`config.mk`:
```
export PLATFORM = sky130hd
export DESIGN_NAME = pulse_period_to_soil_suction_core
export DESIGN_NICKNAME = d
export VERILOG_FILES = /design/src/rtl/ppss_pkg.sv /design/src/rtl/ppss_divider.sv /design/src/rtl/ppss_datapath.sv /design/src/rtl/ppss_ctrl.sv /design/src/rtl/pulse_period_to_soil_suction_core.sv
export SDC_FILE = /design/constraint.sdc
export NUM_CORES = 1
export LEC_CHECK = 0
export ABC_AREA = 1
export ABC_CLOCK_PERIOD_IN_PS = 6720
export BUFFER_PORTS_ARGS = -buffer_cell sky130_fd_sc_hd__buf_2
export CAP_MARGIN = 20
export CORE_ASPECT_RATIO = 0.9
export CORE_MARGIN = 4
export CORE_UTILIZATION = 30
export CTS_CLUSTER_SIZE = 28
export DETAILED_ROUTE_END_ITERATION = 12
export GPL_ROUTABILITY_DRIVEN = 1
export GPL_TIMING_DRIVEN = 0
export PLACE_DENSITY = 0.5
export SYNTH_ARGS = -nofsm -noshare
export SYNTH_HDL_FRONTEND = slang
export SYNTH_SLANG_ARGS = --single-unit
```
`constraint.sdc`:
```
create_clock -name clk -period 6.72 [get_ports clk]
set_input_delay 0.336 -clock clk [delete_from_list [all_inputs] [get_ports clk]]
set_output_delay 0.336 -clock clk [all_outputs]
set_load 0.01 [all_outputs]
```
`src/rtl/ppss_pkg.sv`:
```
// Package for the pulse period to soil suction core: segment tables,
// fixed constants and the command and status bundles. Depends on nothing.
package ppss_pkg;

    // Microseconds per second, numerator of the frequency division.
    localparam int unsigned US_PER_S = 1000000;
    // Fraction bits of the segment slopes.
    localparam int SLOPE_BITS = 20;
    // Below this frequency the suction saturates at its maximum.
    localparam int unsigned FLOOR_HZ = 293;
    localparam int unsigned MAX_KPA = 200;

    localparam int SEG_COUNT = 7;
    localparam int SEG_IDX_W = 3;

    // Configuration register address bits above the byte lane bits.
    localparam logic REG_SAMPLES_PER_READING = 1'b0;

    // Segment i applies for upper[i-1] < f <= upper[i].
    localparam logic [12:0] SEG_UPPER_HZ [SEG_COUNT] =
        '{13'd485, 13'd600, 13'd770, 13'd1110, 13'd2820, 13'd4330, 13'd6430};
    localparam logic [7:0] SEG_BASE_KPA [SEG_COUNT] =
        '{8'd200, 8'd100, 8'd75, 8'd55, 8'd35, 8'd15, 8'd9};
    // The top segment keeps its offset of 4600 rather than its lower edge.
    localparam logic [12:0] SEG_OFFSET_HZ [SEG_COUNT] =
        '{13'd293, 13'd485, 13'd600, 13'd770, 13'd1110, 13'd2820, 13'd4600};
    localparam logic [19:0] SEG_SLOPE_Q20 [SEG_COUNT] =
        '{20'd546098, 20'd227960, 20'd123313, 20'd61698, 20'd12268, 20'd4167, 20'd4494};

    // Commands from the controller to the datapath.
    typedef struct packed {
        logic load_in;    // capture an input beat
        logic div_start;  // start the divider
        logic div_mean;   // divider operands: mean (1) or frequency (0)
        logic accum;      // add the frequency quotient to the sum
        logic take_mean;  // capture the mean and clear the accumulator
        logic map_sel;    // pick the table segment
        logic map_mul;    // multiply offset by slope
        logic map_out;    // finish the suction and load the output register
    } ppss_cmd_t;

    // Status from the datapath to the controller.
    typedef struct packed {
        logic div_done;   // divider quotient is final
        logic complete;   // this sample completes a reading
        logic out_busy;   // output register holds an untaken beat
    } ppss_sts_t;

endpackage

```
`src/rtl/ppss_divider.sv`:
```
// Restoring divider that retires one quotient bit per cycle.
// Depends on nothing; used by ppss_datapath.
module ppss_divider #(
    parameter int DIVIDEND_W = 32,
    parameter int DIVISOR_W  = 21
) (
    input  logic                  clk,
    input  logic                  rst_n,
    input  logic                  start,
    input  logic [DIVIDEND_W-1:0] dividend,
    input  logic [DIVISOR_W-1:0]  divisor,
    output logic                  done,
    output logic [DIVIDEND_W-1:0] quotient
);

    localparam int CNT_W = $clog2(DIVIDEND_W);
    localparam logic [CNT_W-1:0] LAST_STEP = CNT_W'(DIVIDEND_W - 1);

    logic                  busy_reg, busy_next;
    logic                  done_reg, done_next;
    logic [CNT_W-1:0]      cnt_reg, cnt_next;
    logic [DIVISOR_W-1:0]  rem_reg, rem_next;
    logic [DIVISOR_W-1:0]  dvs_reg, dvs_next;
    logic [DIVIDEND_W-1:0] quo_reg, quo_next;
    logic [DIVISOR_W:0]    trial;
    logic                  fits;

    // One shift-and-subtract step on the partial remainder.
    always_comb
    begin
        trial     = {rem_reg, quo_reg[DIVIDEND_W-1]};
        fits      = trial >= {1'b0, dvs_reg};
        busy_next = busy_reg;
        done_next = 1'b0;
        cnt_next  = cnt_reg;
        rem_next  = rem_reg;
        dvs_next  = dvs_reg;
        quo_next  = quo_reg;
        if (start)
        begin
            busy_next = 1'b1;
            cnt_next  = '0;
            rem_next  = '0;
            dvs_next  = divisor;
            quo_next  = dividend;
        end
        else if (busy_reg)
        begin
            rem_next = fits ? DIVISOR_W'(trial - {1'b0, dvs_reg}) : DIVISOR_W'(trial);
            quo_next = {quo_reg[DIVIDEND_W-2:0], fits};
            cnt_next = cnt_reg + 1'b1;
            if (cnt_reg == LAST_STEP)
            begin
                busy_next = 1'b0;
                done_next = 1'b1;
            end
        end
    end

    // Control state.
    always_ff @(posedge clk or negedge rst_n)
    begin
        if (!rst_n)
        begin
            busy_reg <= 1'b0;
            done_reg <= 1'b0;
            cnt_reg  <= '0;
        end
        else
        begin
            busy_reg <= busy_next;
            done_reg <= done_next;
            cnt_reg  <= cnt_next;
        end
    end

    // Operand and partial result registers.
    always_ff @(posedge clk)
    begin
        rem_reg <= rem_next;
        dvs_reg <= dvs_next;
        quo_reg <= quo_next;
    end

    assign done     = done_reg;
    assign quotient = quo_reg;

endmodule

```
`src/rtl/ppss_datapath.sv`:
```
// Datapath of the suction core: period, divider, accumulator, segment
// mapping and output register. Depends on ppss_pkg and ppss_divider.
module ppss_datapath #(
    parameter int PERIOD_WIDTH   = 21,
    parameter int FREQ_FRAC_BITS = 8
) (
    input  logic                clk,
    input  logic                rst_n,
    input  ppss_pkg::ppss_cmd_t cmd,
    output ppss_pkg::ppss_sts_t sts,
    input  logic [19:0]         high_time_us,
    input  logic [19:0]         low_time_us,
    input  logic [2:0]          sensor_channel,
    input  logic [3:0]          samples_per_reading,
    input  logic                out_ready,
    output logic                out_valid,
    output logic [7:0]          suction_kpa,
    output logic [19:0]         mean_frequency_hz,
    output logic [2:0]          reading_channel
);

    localparam int DIV_W = (PERIOD_WIDTH > 20) ? PERIOD_WIDTH : 20;
    localparam int SH    = FREQ_FRAC_BITS + ppss_pkg::SLOPE_BITS;
    localparam int D_W   = FREQ_FRAC_BITS + 12;
    localparam int P_W   = D_W + ppss_pkg::SLOPE_BITS + 1;
    localparam int VAL_W = P_W + 1;
    localparam int KPA_W = VAL_W - SH;
    localparam logic [31:0] FREQ_NUM = 32'(64'(ppss_pkg::US_PER_S) << FREQ_FRAC_BITS);

    logic [DIV_W-1:0]               period_reg, period_next;
    logic [2:0]                     chan_reg;
    logic [31:0]                    sum_reg, sum_next;
    logic [3:0]                     samples_reg, samples_next;
    logic [31:0]                    mean_reg;
    logic [32:0]                    period_sum;
    logic [PERIOD_WIDTH-1:0]        period_masked;
    logic [4:0]                     count;
    logic [4:0]                     needed;
    logic                           complete;
    logic [31:0]                    div_dividend;
    logic [DIV_W-1:0]               div_divisor;
    logic                           div_done;
    logic [31:0]                    div_quotient;
    logic                           below;
    logic                           found;
    logic [ppss_pkg::SEG_IDX_W-1:0] idx;
    logic signed [33:0]             diff;
    logic [ppss_pkg::SEG_IDX_W-1:0] idx_reg;
    logic                           below_reg;
    logic                           found_reg;
    logic signed [D_W-1:0]          d_reg;
    logic signed [P_W-1:0]          prod_reg;
    logic signed [VAL_W-1:0]        base_sh;
    logic signed [VAL_W-1:0]        val;
    logic [KPA_W-1:0]               kpa_wide;
    logic [7:0]                     kpa_next;
    logic                           out_valid_reg;
    logic [7:0]                     suction_reg;
    logic [19:0]                    mean_hz_reg;
    logic [2:0]                     out_chan_reg;

    // Period of the input beat; an empty period counts as one second.
    always_comb
    begin
        period_sum    = 33'(high_time_us) + 33'(low_time_us);
        period_masked = period_sum[PERIOD_WIDTH-1:0];
        period_next   = (period_masked == '0) ? DIV_W'(ppss_pkg::US_PER_S)
                                              : DIV_W'(period_masked);
    end

    // Sample count against the configured reading length; zero acts as one.
    always_comb
    begin
        count    = {1'b0, samples_reg} + 5'd1;
        needed   = (samples_per_reading == 4'd0) ? 5'd1 : {1'b0, samples_per_reading};
        complete = count >= needed;
    end

    // Shared divider: frequency from the period, or mean from the sum.
    assign div_dividend = cmd.div_mean ? sum_reg : FREQ_NUM;
    assign div_divisor  = cmd.div_mean ? DIV_W'(count) : period_reg;

    ppss_divider #(
        .DIVIDEND_W (32),
        .DIVISOR_W  (DIV_W)
    ) u_divider (
        .clk      (clk),
        .rst_n    (rst_n),
        .start    (cmd.div_start),
        .dividend (div_dividend),
        .divisor  (div_divisor),
        .done     (div_done),
        .quotient (div_quotient)
    );

    // Accumulator update; it clears once the mean has been taken.
    always_comb
    begin
        sum_next     = sum_reg;
        samples_next = samples_reg;
        if (cmd.take_mean)
        begin
            sum_next     = '0;
            samples_next = '0;
        end
        else if (cmd.accum)
        begin
            sum_next = sum_reg + div_quotient;
            if (!complete)
            begin
                samples_next = count[3:0];
            end
        end
    end

    // Segment search over the table bounds, first match wins.
    always_comb
    begin
        below = mean_reg < (32'(ppss_pkg::FLOOR_HZ) << FREQ_FRAC_BITS);
        found = 1'b0;
        idx   = '0;
        for (int i = 0; i < ppss_pkg::SEG_COUNT; i++)
        begin
            if (!found && mean_reg <= (32'(ppss_pkg::SEG_UPPER_HZ[i]) << FREQ_FRAC_BITS))
            begin
                found = 1'b1;
                idx   = ppss_pkg::SEG_IDX_W'(i);
            end
        end
        diff = $signed({2'b00, mean_reg})
             - $signed(34'(ppss_pkg::SEG_OFFSET_HZ[idx]) << FREQ_FRAC_BITS);
    end

    // Suction from base, offset product and clamps, truncated toward zero.
    always_comb
    begin
        base_sh  = $signed(VAL_W'(ppss_pkg::SEG_BASE_KPA[idx_reg]) << SH);
        val      = base_sh - VAL_W'(prod_reg);
        kpa_wide = val[VAL_W-1:SH];
        if (below_reg)
        begin
            kpa_next = 8'(ppss_pkg::MAX_KPA);
        end
        else if (!found_reg || val[VAL_W-1] || val == '0)
        begin
            kpa_next = '0;
        end
        else if (kpa_wide > KPA_W'(ppss_pkg::MAX_KPA))
        begin
            kpa_next = 8'(ppss_pkg::MAX_KPA);
        end
        else
        begin
            kpa_next = kpa_wide[7:0];
        end
    end

    // Control state: accumulator, sample count and output valid.
    always_ff @(posedge clk or negedge rst_n)
    begin
        if (!rst_n)
        begin
            sum_reg       <= '0;
            samples_reg   <= '0;
            out_valid_reg <= 1'b0;
        end
        else
        begin
            sum_reg     <= sum_next;
            samples_reg <= samples_next;
            if (cmd.map_out)
            begin
                out_valid_reg <= 1'b1;
            end
            else if (out_ready)
            begin
                out_valid_reg <= 1'b0;
            end
        end
    end

    // Payload registers along the pipeline of one reading.
    always_ff @(posedge clk)
    begin
        if (cmd.load_in)
        begin
            period_reg <= period_next;
            chan_reg   <= sensor_channel;
        end
        if (cmd.take_mean)
        begin
            mean_reg <= div_quotient;
        end
        if (cmd.map_sel)
        begin
            idx_reg   <= idx;
            below_reg <= below;
            found_reg <= found;
            d_reg     <= diff[D_W-1:0];
        end
        if (cmd.map_mul)
        begin
            prod_reg <= d_reg * $signed({1'b0, ppss_pkg::SEG_SLOPE_Q20[idx_reg]});
        end
        if (cmd.map_out)
        begin
            suction_reg  <= kpa_next;
            mean_hz_reg  <= mean_reg[FREQ_FRAC_BITS+19:FREQ_FRAC_BITS];
            out_chan_reg <= chan_reg;
        end
    end

    assign sts.div_done      = div_done;
    assign sts.complete      = complete;
    assign sts.out_busy      = out_valid_reg && !out_ready;
    assign out_valid         = out_valid_reg;
    assign suction_kpa       = suction_reg;
    assign mean_frequency_hz = mean_hz_reg;
    assign reading_channel   = out_chan_reg;

endmodule

```
`src/rtl/ppss_ctrl.sv`:
```
// Controller of the suction core: sequences divisions, accumulation and
// the segment mapping for one beat at a time. Depends on ppss_pkg.
module ppss_ctrl (
    input  logic                clk,
    input  logic                rst_n,
    input  logic                in_valid,
    output logic                in_ready,
    input  ppss_pkg::ppss_sts_t sts,
    output ppss_pkg::ppss_cmd_t cmd
);

    localparam logic [2:0] S_IDLE    = 3'd0;
    localparam logic [2:0] S_START_F = 3'd1;
    localparam logic [2:0] S_WAIT_F  = 3'd2;
    localparam logic [2:0] S_START_M = 3'd3;
    localparam logic [2:0] S_WAIT_M  = 3'd4;
    localparam logic [2:0] S_SEL     = 3'd5;
    localparam logic [2:0] S_MUL     = 3'd6;
    localparam logic [2:0] S_OUT     = 3'd7;

    logic [2:0] state_reg, state_next;

    // Next state and commands.
    always_comb
    begin
        state_next = state_reg;
        cmd        = '0;
        unique case (state_reg)
            S_IDLE:
            begin
                if (in_valid)
                begin
                    cmd.load_in = 1'b1;
                    state_next  = S_START_F;
                end
            end
            S_START_F:
            begin
                cmd.div_start = 1'b1;
                state_next    = S_WAIT_F;
            end
            S_WAIT_F:
            begin
                if (sts.div_done)
                begin
                    cmd.accum  = 1'b1;
                    state_next = sts.complete ? S_START_M : S_IDLE;
                end
            end
            S_START_M:
            begin
                cmd.div_start = 1'b1;
                cmd.div_mean  = 1'b1;
                state_next    = S_WAIT_M;
            end
            S_WAIT_M:
            begin
                if (sts.div_done)
                begin
                    cmd.take_mean = 1'b1;
                    state_next    = S_SEL;
                end
            end
            S_SEL:
            begin
                cmd.map_sel = 1'b1;
                state_next  = S_MUL;
            end
            S_MUL:
            begin
                cmd.map_mul = 1'b1;
                state_next  = S_OUT;
            end
            S_OUT:
            begin
                if (!sts.out_busy)
                begin
                    cmd.map_out = 1'b1;
                    state_next  = S_IDLE;
                end
            end
            default:
            begin
                state_next = S_IDLE;
            end
        endcase
    end

    always_ff @(posedge clk or negedge rst_n)
    begin
        if (!rst_n)
        begin
            state_reg <= S_IDLE;
        end
        else
        begin
            state_reg <= state_next;
        end
    end

    assign in_ready = state_reg == S_IDLE;

endmodule

```
`src/rtl/pulse_period_to_soil_suction_core.sv`:
```
// Top level of the pulse period to soil suction core.
// Depends on ppss_pkg, ppss_ctrl and ppss_datapath.
//
// Each input beat carries one oscillator cycle (high and low time in us);
// its frequency 1e6/period in fixed point is summed, and after
// samples_per_reading beats the mean frequency is mapped through a
// seven-segment table to suction in kPa and sent as one output beat. One
// beat at a time is processed. A beat that does not finish a reading holds
// the input closed from its acceptance until the 32-step bit-serial divider
// has produced its frequency. The beat that finishes a reading runs that
// divider a second time for the mean and then three mapping steps, the
// last of which waits while the output register holds an untaken beat,
// before the next beat can be taken.
// A finished reading waits in an output register, so the next beat is taken
// while it is held; only the following reading waits for it to be taken.
// Register samples_per_reading sits at byte address 0 and resets to 10.
module pulse_period_to_soil_suction_core #(
    parameter int PERIOD_WIDTH   = 21,
    parameter int FREQ_FRAC_BITS = 8
) (
    input  logic        clk,
    input  logic        rst_n,
    // Input stream.
    input  logic        s_tvalid,
    output logic        s_tready,
    input  logic [39:0] s_tdata,   // [19:0] high_time_us, [39:20] low_time_us
    input  logic [2:0]  s_tuser,   // [2:0] sensor_channel
    // Output stream.
    output logic        m_tvalid,
    input  logic        m_tready,
    output logic [31:0] m_tdata,   // [7:0] suction_kpa, [27:8] mean_frequency_hz, [31:28] zero
    output logic [2:0]  m_tuser,   // [2:0] reading_channel
    // Configuration port.
    input  logic        psel,
    input  logic        penable,
    input  logic        pwrite,
    input  logic [2:0]  paddr,
    input  logic [31:0] pwdata,
    output logic [31:0] prdata,
    output logic        pready
);

    ppss_pkg::ppss_cmd_t cmd;
    ppss_pkg::ppss_sts_t sts;
    logic [3:0]          samples_cfg_reg;
    logic                cfg_hit;
    logic [7:0]          suction_kpa;
    logic [19:0]         mean_frequency_hz;

    // Configuration register, written in the access phase.
    assign cfg_hit = paddr[2] == ppss_pkg::REG_SAMPLES_PER_READING;

    always_ff @(posedge clk or negedge rst_n)
    begin
        if (!rst_n)
        begin
            samples_cfg_reg <= 4'd10;
        end
        else if (psel && penable && pwrite && cfg_hit)
        begin
            samples_cfg_reg <= pwdata[3:0];
        end
    end

    assign pready = 1'b1;
    assign prdata = cfg_hit ? {28'd0, samples_cfg_reg} : 32'd0;

    ppss_ctrl u_ctrl (
        .clk      (clk),
        .rst_n    (rst_n),
        .in_valid (s_tvalid),
        .in_ready (s_tready),
        .sts      (sts),
        .cmd      (cmd)
    );

    ppss_datapath #(
        .PERIOD_WIDTH   (PERIOD_WIDTH),
        .FREQ_FRAC_BITS (FREQ_FRAC_BITS)
    ) u_datapath (
        .clk                 (clk),
        .rst_n               (rst_n),
        .cmd                 (cmd),
        .sts                 (sts),
        .high_time_us        (s_tdata[19:0]),
        .low_time_us         (s_tdata[39:20]),
        .sensor_channel      (s_tuser),
        .samples_per_reading (samples_cfg_reg),
        .out_ready           (m_tready),
        .out_valid           (m_tvalid),
        .suction_kpa         (suction_kpa),
        .mean_frequency_hz   (mean_frequency_hz),
        .reading_channel     (m_tuser)
    );

    // Output beat packing.
    assign m_tdata = {4'd0, mean_frequency_hz, suction_kpa};

endmodule

```
==> results.md <==
* Post-detail-place hpwl at 73.7 mm
* Critical-path top delay cell: fa_2
* Routed len/inst at roughly 17 µm
* Core area at 0.102 mm²
* Setup TNS at -1.19 ns
* Number of port buffers at 91
* Critical Path RT at 7.02 ns
* Yosys warnings at 0
* Share of layout cells above drive strength 1 at 16.2%
* Max frequency at 146 MHz
* Number of flops mapped to enable cells by yosys at 206
* CTS sink count at 278
* Die area at 0.108 mm²
* Sequential power share at 46.4%
* DRC errors left at 0
* ANT cells at 0
* Dominant cell type by area after synthesis: edfxtp_1
* Avg Vias per Cell at 4.62
* Cell depth of the worst flop-to-flop path at 28
* DR pass1 iterations at 5
* Area delta synth->final at 20.4%
* Post-synth top cells: inv_1 (805), nand2_1 (752), nor2_1 (474)
* Beginning of the worst hold path: s_tvalid
* Setup WS post-layout at -0.135 ns
* Die width at 346 µm
* Top FF cell, synth: edfxtp_1
* Internal power at 3.05 mW
* Hold Violations, Final at 0
* Logic pwr share at 5.0%
* PwrDens at 106 mW/mm²
* Gr usage total at 16.8%
* Status: complete, but fails checks
* Vias at approximately 25,000
* Site row count at 111
* Max H-tree Level at 2
* Antenna Nets Post-Route at 0
* Max cap viols at 0
* Largest net degree at the start of global routing at 34
* Crit start category: register
* Cells after Synth at 3,827
* Number of I/O pins at 155
* CP Class: register to register
* Clock-pin slew on the worst setup and hold paths at 0.06 ns
* Total congestion overflow at 0
* Final GP Congestion at about 0.9
* Post-Route WL at 91.2 mm
* Max FFs per register at 41
* Top-area cell type share of the netlist area at about a fifth
* Switching power at 0.913 mW
* Starting DRT DRC Count at 1,674
* Finished Cell Area at 0.0372 mm²
* Synth area leaders: edfxtp_1 (20%), fa_1 (20%), ha_1 (12%)
* VDD IR max at 147 µV
* Most used cell, CP: fa_1
* Net Sw Frac at 23.0%
* Tcrit/Tclk final at 102%
* Hold Crit Depth at 3
* Die Height at 313 µm
* Unique masters post-synth at 65
* HP Class: input port to register
* Least-Margin Pin Slew at just over 0.8 ns
* Final setup violation count at 12
* Net count, final at 4,795
* Failing checks: setup timing
* Worst-Skew Late Latency at 0.57 ns
* Clock Skew at around 0.030 ns
* Initial antenna violation count at 0
* Hold_ws at 0.165 ns
* CTS tree: done
* Leak at between 15 and 20 nW
* Rel. slew slack at 45.2%
* Yosys reg bits at between 200 and 300
* Most frequent cell after synthesis: inv_1
* Initial Utilization at 30.3%
* Worst reg2reg startpoint: u_datapath.idx_reg[0]$_DFFE_PP_
* Post-DP Area at between 0.03 and 0.04 mm²
* Min cycle time layout at about 6.9 ns
* Post-synth ARST share at 18.3%
* Crit-path max FO at 8
* Mapped cell area at 0.0309 mm²
* Syn Area/Cell at 8.08 µm²
* R2r setup slk at -0.14 ns
* Tot Pwr at 3.96 mW
* Global-route wire length before repair at approximately 140 mm
* Final Max Tran Viols at 0
* CTS buffer count at 36
* WHS Endpoint: u_ctrl.state_reg[0]$_DFFE_PN0P_
* RSZ-0062 raised after global routing: true
* CP Capture Type: register
* Worst reg2reg path endpoint: u_datapath.prod_reg[38]$_DFFE_PP_
* Vias in the first global route at 25,600
* Max incr delay on CP at 0.56 ns
* Sequential share of the synthesized area at between 20% and 30%
* Data arrival time of the critical path at 7.15 ns
* Clock power frac at 48.6%
* Clock root buffer: clkbuf_16
* Max Buffers Root-to-Sink at 3
-- logic make-up (layout without fill, tap and decap cells) --
family | count (synthesis) | in the layout | share of synthesized area (%)
AO/OA/AOI/OAI | 445 | 445 | 8.26
flip-flops | 278 | 278 | 25.5
XOR/XNOR | 84 | 84 | 2.43
other | 2 | 33 | 0.0243
buffers and inverters | 918 | 1194 | 11.7
adder cells (fa/ha/maj) | 604 | 604 | 31.9
AND/OR/NAND/NOR | 1496 | 1496 | 20.2
-- power by group through the flow --
stage                     Sequential [mW]  Combinational (mW)  Clock, mW
after global routing                 1.84               0.229       2.07
after global placement               1.88               0.191          0
after CTS                            1.84               0.198       1.99
final                                1.84               0.197       1.93
after detailed placement             1.88               0.193          0
after floorplan                      1.88               0.137          0
-- layout by cell type, fill, tap and decap left out, types with 102 or more instances in the layout --
master and n:
edfxtp_1 206, inv_1 768, nand2_1 719, buf_4 119
o21ai_0 123, fa_1 288, nand3_1 102, nor2_1 425
a21oi_1 155, ha_1 258
-- metal layers --
metal	part of all wire [%]	vias to the layer above	GRT usage, %
met1	46	12100	23.7
met2	46	692	27.2
li1	-	12500	-
met5	0.050	-	0.266
met4	2.0	2	3.49
met3	6.3	118	2.69
-- critical path, delay by kind of cell (launching register included) --
| family | cells | cell delay, ns |
|---|---|---|
| xor gates and xnor gates | 1 | 0.18 |
| adders and majority gates | 9 | 3.96 |
| AOI/OAI and AO/OA | 2 | 0.33 |
| and+or+nand+nor | 5 | 0.55 |
| DFF | 1 | 0.37 |
| buffers and inverters | 11 | 1.19 |
-- timing repair --
item / in CTS / in global routing
setup buffers: 88 / 18
hold buffers: 9 / 0
resized for setup: 313 / 80
cloned: 2 / 0
hold endpoints to repair: 36 / 0
pin swaps: 141 / 53
setup endpoints to repair: 35 / 25
-- per-stage QoR --
| stage | util [%] | setup WS, ns | std cells |
|---|---|---|---|
| after floorplan | - | -0.00146 | 3858 |
| after global placement | 32.6 | -1.81 | 5305 |
| after detailed placement | 32.8 | -1.80 | 5313 |
| after CTS | 36.0 | -0.0917 | 5474 |
| after global routing | 36.5 | -0.363 | 5490 |
| final | 36.5 | -0.135 | 5490 |
-- worst max path at each step --
stage	to	from	slack, ns	cells past startpoint
after floorplan	u_datapath.prod_reg[35]$_DFFE_PP_	u_datapath.idx_reg[0]$_DFFE_PP_	-0.001	28
after global placement	u_datapath.prod_reg[35]$_DFFE_PP_	u_datapath.idx_reg[1]$_DFFE_PP_	-1.81	27
after detailed placement	u_datapath.prod_reg[35]$_DFFE_PP_	u_datapath.idx_reg[1]$_DFFE_PP_	-1.80	27
after CTS	u_datapath.prod_reg[30]$_DFFE_PP_	u_datapath.idx_reg[1]$_DFFE_PP_	-0.09	29
after global routing	u_datapath.prod_reg[38]$_DFFE_PP_	u_datapath.idx_reg[1]$_DFFE_PP_	-0.36	28
final	u_datapath.prod_reg[38]$_DFFE_PP_	u_datapath.idx_reg[0]$_DFFE_PP_	-0.14	28
-- area by class of cell --
| type | count | area (µm²) |
|---|---|---|
| fillers | 10600 | 64900 |
| plain buffers | 92 | 728 |
| clock buffers | 41 | 930 |
| inverters | 821 | 3170 |
| flip-flops and latches | 278 | 7890 |
| clock inverters | 25 | 248 |
| well taps | 1356 | 1700 |
| multi-input cells | 2662 | 20900 |
| repair buffers | 215 | 1620 |
(Power assumes the default switching activity.)
